[src/rtl/hsvled_pkg.sv]
// ----------------------------------------------------------------------------
// hsvled_pkg
// Shared constants and helpers for the hsv pixel to led word unit.
// ----------------------------------------------------------------------------
`default_nettype none

package hsvled_pkg;

    localparam int unsigned MAX_LEDS     = 1024;
    localparam int unsigned BITS_PER_LED = 24;

    localparam int unsigned INDEX_W = 10;
    localparam int unsigned COLOR_W = 8;
    localparam int unsigned COUNT_W = 11;
    localparam int unsigned OFFS_W  = 10;
    localparam int unsigned ADDR_W  = 15;
    localparam int unsigned WORD_W  = 24;
    localparam int unsigned CFG_IDX_W = 2;
    localparam int unsigned CFG_DATA_W = 11;

    localparam logic [COLOR_W-1:0] FULL_LEVEL      = 8'd255;
    localparam logic [COLOR_W-1:0] HUE_REGION_SPAN = 8'd43;

    localparam logic [COUNT_W-1:0] LED_COUNT_RESET   = 11'd1024;
    localparam logic [OFFS_W-1:0]  SLOT_OFFSET_RESET = 10'd0;

    // configuration register indexes
    localparam logic [CFG_IDX_W-1:0] REG_LED_COUNT         = 2'd0;
    localparam logic [CFG_IDX_W-1:0] REG_SLOT_START_OFFSET = 2'd1;

    // hue regions
    localparam logic [2:0] REGION_0 = 3'd0;
    localparam logic [2:0] REGION_1 = 3'd1;
    localparam logic [2:0] REGION_2 = 3'd2;
    localparam logic [2:0] REGION_3 = 3'd3;
    localparam logic [2:0] REGION_4 = 3'd4;
    localparam logic [2:0] REGION_5 = 3'd5;

    // hue / 43 by threshold compare
    function automatic logic [2:0] hue_region(input logic [COLOR_W-1:0] hue);
        logic [2:0] r;
        r = REGION_0;
        if (hue >= 8'(2 * 43)) r = REGION_2;
        else if (hue >= HUE_REGION_SPAN) r = REGION_1;
        if (hue >= 8'(5 * 43)) r = REGION_5;
        else if (hue >= 8'(4 * 43)) r = REGION_4;
        else if (hue >= 8'(3 * 43)) r = REGION_3;
        return r;
    endfunction

    // region * 43
    function automatic logic [COLOR_W-1:0] region_base(input logic [2:0] region);
        logic [COLOR_W-1:0] b;
        case (region)
            REGION_0: b = 8'd0;
            REGION_1: b = 8'(1 * 43);
            REGION_2: b = 8'(2 * 43);
            REGION_3: b = 8'(3 * 43);
            REGION_4: b = 8'(4 * 43);
            default:  b = 8'(5 * 43);
        endcase
        return b;
    endfunction

endpackage

`default_nettype wire

[src/rtl/hsv_pixel_to_led_word_unit.sv]
// ----------------------------------------------------------------------------
// hsv_pixel_to_led_word_unit
// Converts an hsv pixel to rgb, packs the grb led word and its slot address.
// ----------------------------------------------------------------------------
// Usage:
//   Input channel s_* carries an led index with hue, saturation and
//   brightness; result channel m_* carries the index, red, green, blue, the
//   24-bit grb word (green high, sent msb first) and the first bit slot
//   address (offset + index * 24). Both use valid/ready.
//   An item whose index is at or above led_count is accepted and dropped.
//   Configuration (led_count, slot_start_offset) is written through
//   cfg_wr_en / cfg_index / cfg_wdata; the user must do so only while no item
//   is in flight, which the block does not enforce. A result is presented on
//   m_valid after passing four register stages (s1, s2, s3, output), the first
//   loaded at the accepting edge. Throughput: one item per clock while m_ready
//   is high; the two multiply stages set the depth. When m_ready is low the
//   stages fill up and s_ready falls once all four hold items; nothing is lost
//   or repeated. Reset (aresetn low, synchronous) empties the pipeline and
//   restores led_count to 1024 and slot_start_offset to 0.
// ----------------------------------------------------------------------------
`default_nettype none

module hsv_pixel_to_led_word_unit
    import hsvled_pkg::*;
(
    input  wire logic                  aclk,
    input  wire logic                  aresetn,

    input  wire logic                  cfg_wr_en,
    input  wire logic [CFG_IDX_W-1:0]  cfg_index,
    input  wire logic [CFG_DATA_W-1:0] cfg_wdata,

    input  wire logic                  s_valid,
    output logic                       s_ready,
    input  wire logic [INDEX_W-1:0]    s_led_index,
    input  wire logic [COLOR_W-1:0]    s_hue,
    input  wire logic [COLOR_W-1:0]    s_saturation,
    input  wire logic [COLOR_W-1:0]    s_brightness,

    output logic                       m_valid,
    input  wire logic                  m_ready,
    output logic [INDEX_W-1:0]         m_out_index,
    output logic [COLOR_W-1:0]         m_red,
    output logic [COLOR_W-1:0]         m_green,
    output logic [COLOR_W-1:0]         m_blue,
    output logic [WORD_W-1:0]          m_grb_word,
    output logic [ADDR_W-1:0]          m_slot_address
);

    // configuration
    logic [COUNT_W-1:0] led_count_reg;
    logic [OFFS_W-1:0]  slot_offset_reg;

    always_ff @(posedge aclk) begin
        if (!aresetn) begin
            led_count_reg   <= LED_COUNT_RESET;
            slot_offset_reg <= SLOT_OFFSET_RESET;
        end else if (cfg_wr_en) begin
            case (cfg_index)
                REG_LED_COUNT:         led_count_reg   <= cfg_wdata;
                REG_SLOT_START_OFFSET: slot_offset_reg <= cfg_wdata[OFFS_W-1:0];
                default: ;
            endcase
        end
    end

    // stage control
    logic s1_valid_reg, s2_valid_reg, s3_valid_reg, out_valid_reg;
    logic s2_ready, s3_ready, out_ready;

    assign out_ready = !out_valid_reg || m_ready;
    assign s3_ready  = !s3_valid_reg || out_ready;
    assign s2_ready  = !s2_valid_reg || s3_ready;
    assign s_ready   = !s1_valid_reg || s2_ready;

    logic in_range;
    assign in_range = ({1'b0, s_led_index} < led_count_reg)
                   && (32'(s_led_index) < 32'(MAX_LEDS));

    // stage 1: region, remainder, slot address
    logic [2:0]         region_c;
    logic [COLOR_W-1:0] hue_off_c;
    logic [COLOR_W-1:0] rem_c;
    logic [ADDR_W-1:0]  addr_c;

    assign region_c  = hue_region(s_hue);
    assign hue_off_c = s_hue - region_base(region_c);
    assign rem_c     = 8'({hue_off_c, 2'b00} + {1'b0, hue_off_c, 1'b0});
    assign addr_c    = ADDR_W'({s_led_index, 4'b0000})
                     + ADDR_W'({s_led_index, 3'b000})
                     + ADDR_W'(slot_offset_reg);

    logic [INDEX_W-1:0] s1_index_reg;
    logic [2:0]         s1_region_reg;
    logic [COLOR_W-1:0] s1_rem_reg, s1_sat_reg, s1_val_reg;
    logic [ADDR_W-1:0]  s1_addr_reg;

    // stage 2: first-level products
    logic [15:0] p_prod_c, sq_prod_c, st_prod_c;
    assign p_prod_c  = 16'(s1_val_reg) * 16'(FULL_LEVEL - s1_sat_reg);
    assign sq_prod_c = 16'(s1_sat_reg) * 16'(s1_rem_reg);
    assign st_prod_c = 16'(s1_sat_reg) * 16'(FULL_LEVEL - s1_rem_reg);

    logic [INDEX_W-1:0] s2_index_reg;
    logic [2:0]         s2_region_reg;
    logic               s2_grey_reg;
    logic [COLOR_W-1:0] s2_val_reg, s2_p_reg, s2_sq_reg, s2_st_reg;
    logic [ADDR_W-1:0]  s2_addr_reg;

    // stage 3: q and t
    logic [15:0] q_prod_c, t_prod_c;
    assign q_prod_c = 16'(s2_val_reg) * 16'(FULL_LEVEL - s2_sq_reg);
    assign t_prod_c = 16'(s2_val_reg) * 16'(FULL_LEVEL - s2_st_reg);

    logic [INDEX_W-1:0] s3_index_reg;
    logic [2:0]         s3_region_reg;
    logic               s3_grey_reg;
    logic [COLOR_W-1:0] s3_val_reg, s3_p_reg, s3_q_reg, s3_t_reg;
    logic [ADDR_W-1:0]  s3_addr_reg;

    // output stage: channel select
    logic [COLOR_W-1:0] red_next, green_next, blue_next;

    always_comb begin
        red_next   = s3_val_reg;
        green_next = s3_val_reg;
        blue_next  = s3_val_reg;
        if (!s3_grey_reg) begin
            case (s3_region_reg)
                REGION_0: begin
                    red_next = s3_val_reg; green_next = s3_t_reg;   blue_next = s3_p_reg;
                end
                REGION_1: begin
                    red_next = s3_q_reg;   green_next = s3_val_reg; blue_next = s3_p_reg;
                end
                REGION_2: begin
                    red_next = s3_p_reg;   green_next = s3_val_reg; blue_next = s3_t_reg;
                end
                REGION_3: begin
                    red_next = s3_p_reg;   green_next = s3_q_reg;   blue_next = s3_val_reg;
                end
                REGION_4: begin
                    red_next = s3_t_reg;   green_next = s3_p_reg;   blue_next = s3_val_reg;
                end
                default: begin
                    red_next = s3_val_reg; green_next = s3_p_reg;   blue_next = s3_q_reg;
                end
            endcase
        end
    end

    // valid bits
    always_ff @(posedge aclk) begin
        if (!aresetn) begin
            s1_valid_reg  <= 1'b0;
            s2_valid_reg  <= 1'b0;
            s3_valid_reg  <= 1'b0;
            out_valid_reg <= 1'b0;
        end else begin
            // out-of-range items are taken but never become valid
            if (s_ready)   s1_valid_reg  <= s_valid && in_range;
            if (s2_ready)  s2_valid_reg  <= s1_valid_reg;
            if (s3_ready)  s3_valid_reg  <= s2_valid_reg;
            if (out_ready) out_valid_reg <= s3_valid_reg;
        end
    end

    // payload
    always_ff @(posedge aclk) begin
        if (s_ready) begin
            s1_index_reg  <= s_led_index;
            s1_region_reg <= region_c;
            s1_rem_reg    <= rem_c;
            s1_sat_reg    <= s_saturation;
            s1_val_reg    <= s_brightness;
            s1_addr_reg   <= addr_c;
        end
        if (s2_ready) begin
            s2_index_reg  <= s1_index_reg;
            s2_region_reg <= s1_region_reg;
            s2_grey_reg   <= (s1_sat_reg == '0);
            s2_val_reg    <= s1_val_reg;
            s2_p_reg      <= p_prod_c[15:8];
            s2_sq_reg     <= sq_prod_c[15:8];
            s2_st_reg     <= st_prod_c[15:8];
            s2_addr_reg   <= s1_addr_reg;
        end
        if (s3_ready) begin
            s3_index_reg  <= s2_index_reg;
            s3_region_reg <= s2_region_reg;
            s3_grey_reg   <= s2_grey_reg;
            s3_val_reg    <= s2_val_reg;
            s3_p_reg      <= s2_p_reg;
            s3_q_reg      <= q_prod_c[15:8];
            s3_t_reg      <= t_prod_c[15:8];
            s3_addr_reg   <= s2_addr_reg;
        end
        if (out_ready) begin
            m_out_index    <= s3_index_reg;
            m_red          <= red_next;
            m_green        <= green_next;
            m_blue         <= blue_next;
            m_grb_word     <= {green_next, red_next, blue_next};
            m_slot_address <= s3_addr_reg;
        end
    end

    assign m_valid = out_valid_reg;

endmodule

`default_nettype wire
[config.mk]
export PLATFORM = sky130hd
export DESIGN_NAME = hsv_pixel_to_led_word_unit
export DESIGN_NICKNAME = d
export VERILOG_FILES = /design/src/rtl/hsvled_pkg.sv /design/src/rtl/hsv_pixel_to_led_word_unit.sv
export SDC_FILE = /design/constraint.sdc
export NUM_CORES = 1
export LEC_CHECK = 0
export BUFFER_PORTS_ARGS = -buffer_cell sky130_fd_sc_hd__buf_4
export CORE_UTILIZATION = 57
export DETAILED_ROUTE_END_ITERATION = 7
export GPL_TIMING_DRIVEN = 0
export PLACE_DENSITY = 0.79
export SLEW_MARGIN = 20
export SYNTH_ARGS = -nofsm -noshare
export SYNTH_HDL_FRONTEND = slang
export SYNTH_SLANG_ARGS = --single-unit
[constraint.sdc]
create_clock -name aclk -period 5 [get_ports aclk]
set_input_delay 0 -clock aclk [delete_from_list [all_inputs] [get_ports aclk]]
set_output_delay 0 -clock aclk [all_outputs]
set_load 0.05 [all_outputs]
==> out/results.ini, run 1 <==
[outcome]
status = completed

[worst_setup_path]
criticalPathCategory = register to register
cp_cell_sequence = buf_8 > nand2b_1 > fa_1 > inv_1 > fa_1 > inv_1 > fa_1 > fa_1 > inv_1 > ha_1 > nor3_2 > o31a_1 > nor3_1 > or4b_4 > a31o_4 > a21oi_2 > xnor2_1
cpPeakStageDelay_ns = 0.53
crit_top_cell = fa_1
worstPathRequired_ns = 5.28
cp-end-kind = register
critPathLaunchType = register
cp_data_arrival_time_ns = 5.18
critPathMaxFanout = 10
critPathSlowestCell = fa_1

[clocking]
path_clk_slew_ns = 0.06
cts_root_buf = clkbuf_16
numCtsBuffers = 27
insertion_delay_ns = 0.55
clkSinkCount = 247
h-tree-depth = 1
tritoncts = built
cts_buffer_depth = 3

[die]
initial_core_util_pct = 58.1
die_w_um = 187
io_pins = 127
coreArea_um2 = 33600
die_area_um2 = 35000
die_h_um = 187
num_rows = 67

[sta]
relSlewSlack_pct = 43.7
fin_crit_sh_pct = 98.1
fin_crit_ns = 4.90
fmax_ghz = 0.204
drv_slew = 0
finalHoldViolCount = 0
setup_violations = 0
finalClockSkew_ns = 0.0242
worst_slew_pin_slew_ns = 0.844

[grt]
gr-usage-all-layers_pct = 25.8
grt_max_degree = 55
grt_overflow = 0
grt_pass1_wl_um = 71800
antenna_found_initial = 0
grt_pass1_vias = 14000

[final_layout]
fillers = 2388
diodes = 0
area.growth.synth_to_final_pct = 17.7
stdcell_count = 2452
nNetsFinal = 2422
drive_above_1_share_pct = 15.4
post-route-cell-area_um2 = 23000

[logic_synthesis]
yosysSeqAreaShare_pct = 36.7
synth_top_area_share_pct = 34.1
synthesis.nets = 2184
syn_inst = 1746
synth_area_um2 = 19500
synth_top_area_cell = edfxtp_1
async_reset_ff_share_pct = 0
yosys_most_used_dff = edfxtp_1
ys_seq_elements = 247
synth_cell_types = 56
yosysWarnings = 0
synth_area_leaders = edfxtp_1, fa_1, ha_1
synth_common_cells = inv_1, edfxtp_1, ha_1, fa_1, nor2b_1
synth.most_common_cell = inv_1
synth-edff-count = 222
syn_avg_cell_area_um2 = 11.2

[routing]
drtIter0Drc = 781
via_per_inst = 5.39
drc_errors = 0
antenna_left = 0
firstDrtPassIters = 7
drt_wl_total_um = 43900
vias = 13200
post_drt_wl_per_cell_um = 17.9

[placed_design]
place_hpwl_um = 32200
dpl_cell_area_um2 = 21100
io_buffers = 126
gp_congestion = 0.917
place_inst = 2323

[job]
drv_cap = 0

[min_path]
hold_path_class = input port to register

critical path, delay by kind of cell, from the launching register on:
| kind | cells | cell delay [ns] |
|---|---|---|
| simple gates | 4 | 0.93 |
| compound gates | 3 | 0.64 |
| flops | 1 | 0.43 |
| fa+ha+maj | 5 | 2.21 |
| buf+inv | 4 | 0.33 |
| xor+xnor | 1 | 0.08 |
metrics by stage:
step                hold slack, ns  util, %  TNS (ns)  setup slack [ns]
global placement             0.178     62.6     -9.07            -0.804
finish                      0.0334     68.4         0            0.0954
global route                0.0693     68.4    -0.119           -0.0870
floorplan                   0.0989        -         0            0.0255
detailed placement           0.180     62.9    -10.66            -0.857
CTS                         0.0261     67.3         0          0.000507
final timing paths:
| kind | depth (start not counted) | slack [ns] | start | endpoint |
|---|---|---|---|---|
| setup / recovery | 17 | 0.1 | s1_sat_reg[1] | s2_p_reg[7] |
| hold / removal | 4 | 0.03 | s_hue[0] | s1_rem_reg[1] |
| setup reg to reg | 17 | 0.1 | s1_sat_reg[1] | s2_p_reg[7] |
| hold reg to reg | 0 | 0.40 | s1_region_reg[0] | s2_region_reg[0] |
cells in the final DEF, fill, tap and decap left out, types with 12 or more instances in the layout:
cell type	synthesis	final
nor2b_1	147	146
a21oi_1	56	53
nand2b_1	100	96
inv_1	287	280
o21ai_0	35	33
dfxtp_1	25	25
nand2_1	69	67
and2_1	28	28
nor3_1	16	14
edfxtp_1	222	222
fa_1	182	180
mux2i_1	50	50
nor2_1	81	80
buf_4	24	195
a21o_1	12	12
clkbuf_1	45	21
ha_1	204	202
dlygate4sd3_1	0	45
xnor2_1	44	44
clkbuf_16	0	27
cells by family after synthesis:
kind of cell / synth area share, %
AOI/OAI and AO/OA: 5.75
xor gates and xnor gates: 2.58
adders and majority gates: 31.7
buffers and inverters: 7.45
DFF: 36.7
muxes: 2.56
and+or+nand+nor: 13.3
cell type report:
| class | instances | area (um2) | share of cell area, % |
|---|---|---|---|
| multi-input combinational | 1136 | 11100 | 48.3 |
| sequential | 247 | 7170 | 31.2 |
| timing repair buffer | 215 | 1780 | 7.73 |
| inverter | 288 | 1100 | 4.77 |
| clock buffer | 32 | 694 | 3.02 |
| tap | 448 | 561 | 2.44 |
| buffer | 69 | 443 | 1.93 |
| clock inverter | 17 | 148 | 0.642 |
what timing repair did:
action                     CTS  global route
pin swaps                    1            12
gates resized for setup     41            68
hold buffers                45             0
setup buffers               15            26
hold endpoints to repair    56             0
setup endpoints to repair   26            14
layer usage:
metal	vias up	share of wire [%]	track usage (%)
met5	-	0	0
met4	0	3.3	9.17
met3	88	4.5	2.42
met2	383	50	44.4
met1	6580	42	34.2
li1	6176	-	-
Power of run 1 is not shown: default switching activity piles up to over one toggle a cycle in this logic, so the estimate is an artifact.
==> inputs of run 2 (changes only) <==
--- a/config.mk
+++ b/config.mk
@@ -6,6 +6,8 @@
 export NUM_CORES = 1
 export LEC_CHECK = 0
 export BUFFER_PORTS_ARGS = -buffer_cell sky130_fd_sc_hd__buf_4
+export CAP_MARGIN = 0
+export CORE_MARGIN = 4
 export CORE_UTILIZATION = 57
 export DETAILED_ROUTE_END_ITERATION = 7
 export GPL_TIMING_DRIVEN = 0
==> constraint.sdc (replaced) <==
create_clock -name aclk -period 3.9 [get_ports aclk]
set_input_delay 0 -clock aclk [delete_from_list [all_inputs] [get_ports aclk]]
set_output_delay 0 -clock aclk [all_outputs]
set_load 0.05 [all_outputs]
==> run 2 against run 1 <==
Compared with the run above: the flow now finishes with violations (setup timing); critical endpoint unchanged; critical path depth increased by 1; sequential share of layout area fell by 2.2 points; design area increased by 7.5%.
==> out/results.ini, run 2 (synthesis results as in run 1) <==
[sta]
setup_tns_ns = -20.01
finalHoldViolCount = 0
fmax_ghz = 0.208
fin_crit_sh_pct = 123
finalClockSkew_ns = 0.0213
layout_setup_ws_ns = -0.899
setup_violations = 39
relSlewSlack_pct = 46.9
worst_slew_pin_slew_ns = 0.797
fin_crit_ns = 4.80
drv_slew = 0
rsz0062_at_grt = yes

[worst_setup_path]
cpPeakStageDelay_ns = 0.52
reg2reg_depth = 18
critPathMaxFanout = 2
crit_top_cell = fa_1
cp-end-kind = register
critPathSlowestCell = fa_1
cp_num_buf_inv = 6
criticalPathCategory = register to register
cp_top_family = adder cells
cp_cell_sequence = clkbuf_8 > clkbuf_16 > inv_12 > nand2_4 > fa_1 > inv_1 > fa_1 > inv_2 > fa_1 > inv_1 > fa_1 > ha_4 > a21o_1 > a21oi_2 > or4b_4 > a31o_4 > a21oi_4 > xnor2_1
r2r_end = s2_p_reg[7]
worstPathRequired_ns = 4.18
r2r_slack_ns = -0.90
cp_data_arrival_time_ns = 5.08
critPathLaunchType = register
r2r-start = s1_sat_reg[4]

[die]
num_rows = 67
io_pins = 127
die_area_um2 = 37300
die_w_um = 193
initial_core_util_pct = 58.0
die_h_um = 193
coreArea_um2 = 33700

[routing]
drt_wl_total_um = 46800
drtIter0Drc = 821
firstDrtPassIters = 6
drc_errors = 0
post_drt_wl_per_cell_um = 18.5
via_per_inst = 5.44
vias = 13800
antenna_left = 0

[clocking]
numCtsBuffers = 26
tritoncts = built
cts_root_buf = clkbuf_16
h-tree-depth = 1
cts_buffer_depth = 3
clkSinkCount = 247
path_clk_slew_ns = 0.07
insertion_delay_ns = 0.55

[placed_design]
io_buffers = 126
gp_congestion = 0.883
place_hpwl_um = 32300
pre_cts_slack_ns = -1.09

[min_path]
hold_path_class = input port to register
hold-path-cell-count = 4
min-delay-start = s_hue[0]
holdPathEnd = s1_rem_reg[1]

[job]
drv_cap = 0

[final_layout]
final_common_cell = inv_1
post-route-util_pct = 73.4
final_cell_mix = inv_1, buf_4, edfxtp_1
area.growth.synth_to_final_pct = 26.5
multiInputGateArea_um2 = 11900
diodes = 0
fillers = 2150
nNetsFinal = 2501
drive_above_1_share_pct = 25.4
regArea_um2 = 7170

[grt]
grt_overflow = 0
gr-usage-all-layers_pct = 24.9
grt_pass1_wl_um = 73500
busiest_layer = met2
grt_pass1_vias = 14600
use_met2_pct = 44.2
antenna_found_initial = 0
grt_max_degree = 53
gr-usage-met3_pct = 2.75
gr-usage-met1_pct = 31.5

[outcome]
violations = setup timing
status = finished with violations

## run 2: cell types whose count changed in the layout (fill, tap and decap cells not counted), sizes merged
cell,before,now
buf,213,280
clkbuf,58,66
inv,290,294
clkinv,10,9
clkinvlp,3,2
dlygate4sd3,45,46
## run 2: metrics by stage
stage                     cells  hold WS [ns]  cell area, um2
after detailed placement   2323         0.181           21600
after global placement     2320         0.182           21600
after CTS                  2505       0.00192           24300
final                      2530        0.0250           24700
after global routing       2530        0.0438           24700
after floorplan            1746        0.0989           20000
## run 2: tightest hold or removal path, delay by kind of cell
kind	cells	cell delay (ns)
fa+ha+maj	1	0.15
buf+inv	3	0.23
## run 2: worst max-delay path by stage
stage	startpoint	end	slack [ns]	cells after the start
after floorplan	s1_sat_reg[4]	s2_p_reg[7]	-0.64	18
after global placement	s1_sat_reg[6]	s2_st_reg[7]	-1.03	17
after detailed placement	s1_sat_reg[3]	s2_p_reg[7]	-1.09	17
after CTS	s1_sat_reg[4]	s2_p_reg[7]	-0.82	18
after global routing	s1_sat_reg[4]	s2_p_reg[7]	-1.04	17
final	s1_sat_reg[4]	s2_p_reg[7]	-0.90	18
## run 2: cell type report
cell class	count	share of cell area, %
multi-input cells	1136	48.2
well taps	448	2.27
inverters	288	4.49
repair buffers	290	10.0
flip-flops and latches	247	29.0
plain buffers	74	2.61
clock inverters	19	0.779
clock buffers	28	2.66
## run 2: repair_timing
item | CTS | global route
setup buffers | 90 | 28
gates resized for setup | 140 | 66
hold buffers | 46 | 0
endpoints found under the setup margin | 40 | 41
pin swaps | 73 | 53
endpoints found under the hold margin | 57 | 0
## run 2: layer usage
layer	part of all wire [%]	vias up
met3	4.9	126
met4	4.3	0
met1	39	6843
met2	52	451
met5	0	-
li1	-	6350
Power of run 2 is left out for the same reason.
